### config.mk
export PLATFORM = sky130hd
export DESIGN_NAME = serial_to_slot_allocator
export DESIGN_NICKNAME = d
export VERILOG_FILES = /design/src/rtl/core/ssa_pkg.sv /design/src/rtl/core/ssa_ram.sv /design/src/rtl/core/serial_to_slot_allocator.sv
export SDC_FILE = /design/constraint.sdc
export NUM_CORES = 2
export LEC_CHECK = 0
export BUFFER_PORTS_ARGS = -buffer_cell sky130_fd_sc_hd__buf_2
export CAP_MARGIN = 20
export CORE_UTILIZATION = 55
export DETAILED_ROUTE_END_ITERATION = 16
export GPL_ROUTABILITY_DRIVEN = 1
export HOLD_SLACK_MARGIN = 0.12
export PLACE_DENSITY = 0.7
export SYNTH_ARGS = -nofsm -noshare
export SYNTH_HDL_FRONTEND = slang
export SYNTH_HIERARCHICAL = 1
export SYNTH_SLANG_ARGS = --single-unit
### constraint.sdc
create_clock -name clock -period 4.97 [get_ports clock]
set_input_delay 0.994 -clock clock [delete_from_list [all_inputs] [get_ports clock]]
set_output_delay 0.994 -clock clock [all_outputs]
set_load 0.005 [all_outputs]
### src/rtl/core/ssa_pkg.sv
// Shared widths, defaults and status codes of the serial to slot allocator.
`default_nettype none
package ssa_pkg;

   localparam int SLOTS_DEFAULT = 64;
   localparam int SERIAL_W      = 32;
   localparam int SLOT_W        = 7;
   localparam int STATUS_W      = 2;

   localparam logic OP_ASSIGN = 1'b0;
   localparam logic OP_DELETE = 1'b1;

   localparam logic [STATUS_W-1:0] ST_FOUND   = 2'd0;
   localparam logic [STATUS_W-1:0] ST_NEW     = 2'd1;
   localparam logic [STATUS_W-1:0] ST_FULL    = 2'd2;
   localparam logic [STATUS_W-1:0] ST_DELETED = 2'd3;

endpackage
`default_nettype wire

### src/rtl/core/ssa_ram.sv
// Generic single-write, single-read RAM with registered read data.
`default_nettype none
module ssa_ram #(
   parameter int WIDTH = 32,
   parameter int DEPTH = 64,
   localparam int AW = (DEPTH > 1) ? $clog2(DEPTH) : 1
) (
   input  wire logic             clock,
   input  wire logic             wr_en,
   input  wire logic [AW-1:0]    wr_addr,
   input  wire logic [WIDTH-1:0] wr_data,
   input  wire logic             rd_en,
   input  wire logic [AW-1:0]    rd_addr,
   output logic      [WIDTH-1:0] rd_data
);

   logic [WIDTH-1:0] mem [DEPTH];
   logic [WIDTH-1:0] rd_data_ff;

   always_ff @(posedge clock) begin
      if (wr_en) begin
         mem[wr_addr] <= wr_data;
      end
      if (rd_en) begin
         rd_data_ff <= mem[rd_addr];
      end
   end

   assign rd_data = rd_data_ff;

endmodule
`default_nettype wire

### src/rtl/core/serial_to_slot_allocator.sv
// Top level: slot table keyed by device serial, with lookup, allocate and delete.
//
//   channel | direction | ports
//   --------+-----------+-----------------------------------------------
//   req     | in        | req_valid/req_ready, req_op, req_serial, req_slot_index
//   rsp     | out       | rsp_valid/rsp_ready, rsp_slot, rsp_status, rsp_used_count
//
// A delete passes from idle to the finish step: req_ready returns once that step has
// moved its result into the rsp register. An assign reads the serial RAM one entry a cycle
// over all SLOTS entries; a hit on an existing serial stops the sweep early.
// Reset is synchronous and clears every valid bit and the used count at once.
// A result waiting in the rsp register holds only the finish step of the next item.
`default_nettype none
module serial_to_slot_allocator
   import ssa_pkg::*;
#(
   parameter int SLOTS = SLOTS_DEFAULT
) (
   input  wire logic                clock,
   input  wire logic                reset,
   input  wire logic                req_valid,
   output logic                     req_ready,
   input  wire logic                req_op,
   input  wire logic [SERIAL_W-1:0] req_serial,
   input  wire logic [SLOT_W-1:0]   req_slot_index,
   output logic                     rsp_valid,
   input  wire logic                rsp_ready,
   output logic [SLOT_W-1:0]        rsp_slot,
   output logic [STATUS_W-1:0]      rsp_status,
   output logic [SLOT_W-1:0]        rsp_used_count
);

   localparam int AW    = (SLOTS > 1) ? $clog2(SLOTS) : 1;
   localparam int CNT_W = $clog2(SLOTS + 1);
   localparam int DW    = SLOT_W + CNT_W;

   localparam logic [1:0] S_IDLE   = 2'd0;
   localparam logic [1:0] S_SCAN   = 2'd1;
   localparam logic [1:0] S_FINISH = 2'd2;

   function automatic logic [SLOT_W-1:0] slot_number(input logic [AW-1:0] k);
      logic [AW+SLOT_W:0] w;
      w = {{(SLOT_W+1){1'b0}}, k} + 1'b1;
      return w[SLOT_W-1:0];
   endfunction

   function automatic logic [SLOT_W-1:0] count_out(input logic [CNT_W-1:0] c);
      logic [CNT_W+SLOT_W-1:0] w;
      w = {{SLOT_W{1'b0}}, c};
      return w[SLOT_W-1:0];
   endfunction

   logic [1:0]          state_ff, state_in;
   logic [SERIAL_W-1:0] serial_ff, serial_in;
   logic [CNT_W-1:0]    issue_ff, issue_in;
   logic                chk_ff, chk_in;
   logic                chk_live_ff, chk_live_in;
   logic [AW-1:0]       chk_idx_ff, chk_idx_in;
   logic                free_found_ff, free_found_in;
   logic [AW-1:0]       free_idx_ff, free_idx_in;
   logic [SLOTS-1:0]    valid_ff, valid_in;
   logic [CNT_W-1:0]    count_ff, count_in;
   logic [SLOT_W-1:0]   res_slot_ff, res_slot_in;
   logic [STATUS_W-1:0] res_status_ff, res_status_in;
   logic [SLOT_W-1:0]   res_count_ff, res_count_in;
   logic                rsp_valid_ff, rsp_valid_in;
   logic [SLOT_W-1:0]   rsp_slot_ff, rsp_slot_in;
   logic [STATUS_W-1:0] rsp_status_ff, rsp_status_in;
   logic [SLOT_W-1:0]   rsp_count_ff, rsp_count_in;

   logic                ram_re, ram_we;
   logic [AW-1:0]       ram_raddr;
   logic [SERIAL_W-1:0] ram_rdata;

   logic [DW-1:0]       del_wide, del_m1;
   logic                del_in_range;
   logic [AW-1:0]       del_k;
   logic                hit;
   logic                req_xfer;
   logic                out_free;

   assign req_ready = (state_ff == S_IDLE);
   assign req_xfer  = req_valid && req_ready;
   assign out_free  = !rsp_valid_ff || rsp_ready;

   assign del_wide     = {{CNT_W{1'b0}}, req_slot_index};
   assign del_m1       = del_wide - 1'b1;
   assign del_k        = del_m1[AW-1:0];
   assign del_in_range = (req_slot_index != '0) && (del_wide <= DW'(SLOTS));

   assign hit = chk_ff && chk_live_ff && (ram_rdata == serial_ff);

   always_comb begin
      state_in      = state_ff;
      serial_in     = serial_ff;
      issue_in      = issue_ff;
      chk_in        = chk_ff;
      chk_live_in   = chk_live_ff;
      chk_idx_in    = chk_idx_ff;
      free_found_in = free_found_ff;
      free_idx_in   = free_idx_ff;
      valid_in      = valid_ff;
      count_in      = count_ff;
      res_slot_in   = res_slot_ff;
      res_status_in = res_status_ff;
      res_count_in  = res_count_ff;
      ram_re        = 1'b0;
      ram_raddr     = issue_ff[AW-1:0];
      ram_we        = 1'b0;

      case (state_ff)
         S_IDLE: begin
            if (req_xfer) begin
               if (req_op == OP_DELETE) begin
                  res_status_in = ST_DELETED;
                  if (del_in_range) begin
                     if (valid_ff[del_k] && (count_ff != '0)) begin
                        count_in = count_ff - 1'b1;
                     end
                     valid_in[del_k] = 1'b0;
                     res_slot_in     = req_slot_index;
                  end else begin
                     res_slot_in = '0;
                  end
                  res_count_in = count_out(count_in);
                  state_in     = S_FINISH;
               end else begin
                  serial_in     = req_serial;
                  issue_in      = '0;
                  chk_in        = 1'b0;
                  free_found_in = 1'b0;
                  state_in      = S_SCAN;
               end
            end
         end
         S_SCAN: begin
            if (hit) begin
               res_slot_in   = slot_number(chk_idx_ff);
               res_status_in = ST_FOUND;
               res_count_in  = count_out(count_ff);
               chk_in        = 1'b0;
               state_in      = S_FINISH;
            end else begin
               // remember the lowest free entry seen so far
               if (chk_ff && !chk_live_ff && !free_found_ff) begin
                  free_found_in = 1'b1;
                  free_idx_in   = chk_idx_ff;
               end
               if (issue_ff != CNT_W'(SLOTS)) begin
                  ram_re      = 1'b1;
                  chk_in      = 1'b1;
                  chk_idx_in  = issue_ff[AW-1:0];
                  chk_live_in = valid_ff[issue_ff[AW-1:0]];
                  issue_in    = issue_ff + 1'b1;
               end else if (chk_ff) begin
                  chk_in = 1'b0;
               end else begin
                  // sweep done without a hit: allocate or report full
                  if (free_found_ff) begin
                     ram_we                = 1'b1;
                     valid_in[free_idx_ff] = 1'b1;
                     count_in              = count_ff + 1'b1;
                     res_slot_in           = slot_number(free_idx_ff);
                     res_status_in         = ST_NEW;
                  end else begin
                     res_slot_in   = '0;
                     res_status_in = ST_FULL;
                  end
                  res_count_in = count_out(count_in);
                  state_in     = S_FINISH;
               end
            end
         end
         S_FINISH: begin
            if (out_free) begin
               state_in = S_IDLE;
            end
         end
         default: begin
            state_in = S_IDLE;
         end
      endcase
   end

   always_comb begin
      rsp_valid_in  = rsp_valid_ff && !rsp_ready;
      rsp_slot_in   = rsp_slot_ff;
      rsp_status_in = rsp_status_ff;
      rsp_count_in  = rsp_count_ff;
      if ((state_ff == S_FINISH) && out_free) begin
         rsp_valid_in  = 1'b1;
         rsp_slot_in   = res_slot_ff;
         rsp_status_in = res_status_ff;
         rsp_count_in  = res_count_ff;
      end
   end

   always_ff @(posedge clock) begin
      if (reset) begin
         state_ff      <= S_IDLE;
         chk_ff        <= 1'b0;
         free_found_ff <= 1'b0;
         issue_ff      <= '0;
         valid_ff      <= '0;
         count_ff      <= '0;
         rsp_valid_ff  <= 1'b0;
      end else begin
         state_ff      <= state_in;
         chk_ff        <= chk_in;
         free_found_ff <= free_found_in;
         issue_ff      <= issue_in;
         valid_ff      <= valid_in;
         count_ff      <= count_in;
         rsp_valid_ff  <= rsp_valid_in;
      end
   end

   always_ff @(posedge clock) begin
      serial_ff     <= serial_in;
      chk_live_ff   <= chk_live_in;
      chk_idx_ff    <= chk_idx_in;
      free_idx_ff   <= free_idx_in;
      res_slot_ff   <= res_slot_in;
      res_status_ff <= res_status_in;
      res_count_ff  <= res_count_in;
      rsp_slot_ff   <= rsp_slot_in;
      rsp_status_ff <= rsp_status_in;
      rsp_count_ff  <= rsp_count_in;
   end

   ssa_ram #(
      .WIDTH(SERIAL_W),
      .DEPTH(SLOTS)
   ) u_serial_ram (
      .clock  (clock),
      .wr_en  (ram_we),
      .wr_addr(free_idx_ff),
      .wr_data(serial_ff),
      .rd_en  (ram_re),
      .rd_addr(ram_raddr),
      .rd_data(ram_rdata)
   );

   assign rsp_valid      = rsp_valid_ff;
   assign rsp_slot       = rsp_slot_ff;
   assign rsp_status     = rsp_status_ff;
   assign rsp_used_count = rsp_count_ff;

endmodule
`default_nettype wire

==> results.md <==
* Critical Path Start Type: register
* Clock sink count at 2240
* Drt drc at 0
* # rows at 146
* Worst-path clk slew at 0.06 ns
* # H-tree levels at 4
* DIE HEIGHT at 401.3 um
* Lkg Pwr at 29.61 nW
* Hold slack at 0.3733 ns
* Cell Chain, Critical Path: buf_4 -> buf_4 -> nor2b_4 -> buf_12 -> a221oi_1 -> a221oi_1
* First-pass GRT wire length at 323.9 mm
* Vias at 45.13k
* Cell Area, Synth at 87690 sq um
* Post-synthesis cell type count at 81
* Final hold vios at 0
* Slew HR at 0.1825
* Port Buffers at 61
* Synth Area per Inst at 20.45 sq um
* Worst EP required at 5.43 ns
* Gr ovfl total at 0
* Crit path time final at 4.548 ns
* Post-synth EDFFs at 2157
* Initial DRC count at 6479
* PostCTS Resize Cnt at 0
* Synth Register Bits at 2240
* Global Route Usage Sum at 0.2831
* CP Max Fanout at 38
* Final setup fails at 0
* Worst Setup End Kind: register
* Largest net degree at the start of global routing at 117
* IO Pins at 62
* Min-Delay Path Class: primary input to register
* RSZ-0062 raised after global routing: no
* DP HPWL at 130.8 mm
* Tightest Pin Transition at 1.226 ns
* Worst path max stage delay at 1.03 ns
* CTS buffer count at 213
* Worst path slowest cell: a221oi_1
* Fmax at 0.2199 GHz
* Post-CTS Setup Bufs at 0
* Vias in the first global route at 44.55k
* Final antenna-violating net count at 0
* Seq/Total Area, Yosys at 0.7576
* Layout cells sized above 1 at 0.2510
* Nets@finish at 4557
* WL final at 227.1 mm
* Crit path DAT at 5.01 ns
* P&R area growth vs syn at 11.78%
* Status: completed
* Worst Skew at 0.03563 ns
* Maximum VDD drop at 0.3540 mV
* Synth Instances at 4288
* CTS Buffer Depth at 3
* Synth Net Count at 4340
* DR vias/cell at 6.685
* Core area at 158400 sq um
* Die Wd at 401.3 um
* PnR Total Power at 37.59 mW
* Fin crit share at 0.9152
* Crit path kind: register to register
* P per Cell Area at 383.5 nW/um^2
* Clk Latency, worst-skew pair at 0.84 ns
* Setup WS post-layout at 0.4217 ns
* WL/cell at 33.63 um
* Setup TNS at 0 ns
* Max-slew violations at 0
* Hold-fix buffers, CTS at 0
* Max-cap check violation count at 0
* Die area at 161000 sq um
* Pre-CTS setup slack at 0.3363 ns
* Main flop type after synthesis: edfxtp_1
* Clk root buf: clkbuf_16
* Synth async-reset ratio at 0
* Initial antenna violation count at 13
* DRT Pass-1 Iters at 9
* CTS tree: built
* Initial Util at 0.5537
* Yosys warns at 6
* GP Congestion at 0.9014
per-stage QoR:
stage,area [sq um],util,instances
global placement,91310,0.5765,6355
finish,98020,0.6189,6751
global route,98020,0.6189,6750
CTS,97980,0.6186,6748
detailed placement,91430,0.5773,6360
floorplan,87700,-,4288
flip-flops by register name, summed over array words and instances, names as in the netlist, 2 cells and up:
register and cells:
count_ff 7, rsp_status 2, res_status_ff 2, rsp_used_count 7
u_serial_ram/rd_data 32, chk_idx_ff 6, issue_ff 7, res_count_ff 7
rsp_slot 7, free_idx_ff 6, serial_ff 32, res_slot_ff 7
u_serial_ram/mem 2048, state_ff 2, valid_ff 64
power breakdown:
part / total (mW) / switching (mW) / internal, mW
clock: 15.4 / 6.81 / 8.54
combinational: 1.49 / 0.932 / 0.557
sequential: 20.7 / 0.0436 / 20.7
total: 37.6 / 7.79 / 29.8
kinds of logic (layout without fill, tap and decap cells):
family | Yosys count | count (layout) | share of synthesized area
xor+xnor | 57 | 57 | 0.005907
simple gates | 486 | 486 | 0.02894
other cells | 0 | 1 | 0
fa+ha+maj | 8 | 8 | 0.001142
compound gates | 545 | 545 | 0.04315
flops | 2240 | 2240 | 0.7576
mux | 685 | 685 | 0.1460
buf+inv | 267 | 657 | 0.01729
cell type report:
type | instances | area, sq um
flip-flops and latches | 2240 | 66450
repair buffers | 253 | 2007
multi-input cells | 1781 | 20360
inverters | 16 | 60.06
diodes | 1 | 2.502
well taps | 2072 | 2592
fillers | 10708 | 60360
clock buffers | 273 | 5704
clock inverters | 115 | 839.6
final timing paths:
check	start	endpoint	slack [ns]	cells after the start
min reg2reg	res_slot_ff[3]	rsp_slot[3]	0.42	0
max	issue_ff[2]	u_serial_ram/rd_data[22]	0.42	6
max reg2reg	issue_ff[2]	u_serial_ram/rd_data[22]	0.42	6
min	req_serial[18]	serial_ff[18]	0.37	1
placed cells by master, fill, tap and decap left out, types with 34 or more instances in the layout:
| master | count |
|---|---|
| buf_2 | 61 |
| nand2_1 | 71 |
| edfxtp_1 | 2157 |
| nand3_1 | 60 |
| mux4_2 | 471 |
| clkinv_1 | 47 |
| a21oi_1 | 127 |
| clkinv_2 | 44 |
| dfxtp_1 | 78 |
| xnor2_1 | 45 |
| a22oi_1 | 124 |
| nor2_1 | 79 |
| a211oi_1 | 64 |
| mux2_2 | 34 |
| clkbuf_1 | 53 |
| mux2i_1 | 177 |
| nor3_1 | 37 |
| clkbuf_16 | 220 |
| nor2_4 | 64 |
| o22ai_1 | 44 |
| buf_4 | 173 |
| o21ai_0 | 44 |
layer usage:
metal / up-vias / global-route usage / wire [um]
met1: 23674 / 0.4072 / 86640
met2: 2675 / 0.4279 / 105000
met3: 413 / 0.06278 / 26200
met4: 2 / 0.1092 / 9201
met5: - / 0 / 13
li1: 18368 / - / -
cells in the mapped netlist (all sizes together) (4+ instances only):
cell type / count / area [sq um]
a211oi: 65 / 493.0
a21oi: 128 / 644.4
nor4: 7 / 56.30
a311oi: 8 / 87.59
nand2b: 18 / 112.6
nand4: 16 / 100.1
nand3: 60 / 300.3
nand3b: 11 / 86.33
nor3b: 8 / 81.33
and3: 21 / 131.4
a22o: 17 / 148.9
or2: 4 / 25.02
a31oi: 25 / 156.4
nor2: 145 / 546.8
buf: 156 / 1099
xnor2: 45 / 394.1
or3: 5 / 31.28
o221ai: 17 / 155.1
and2: 21 / 131.4
o211ai: 4 / 30.03
o22ai: 45 / 287.8
o21ai: 47 / 235.2
a211o: 8 / 70.07
mux2i: 177 / 1772
and3b: 4 / 35.03
xor2: 12 / 123.9
o41ai: 13 / 121.4
nand4b: 4 / 35.03
nand2: 71 / 266.5
a22oi: 124 / 930.9
inv: 16 / 60.06
clkbuf: 95 / 357.8
a221oi: 25 / 219.0
nor3: 47 / 287.8
dfxtp: 83 / 1662
and4: 6 / 52.55
edfxtp: 2157 / 64770
mux2: 37 / 420.4
ha: 8 / 100.1
mux4: 471 / 10610
nor2b: 34 / 212.7
worst max-delay path, delay by kind of cell (launching register included):
kind,cells,cell delay (ns)
compound gates,2,1.19
buf+inv,3,1.48
flops,1,0.61
simple gates,1,0.78
No activity file was read; power rests on OpenSTA's default activity.
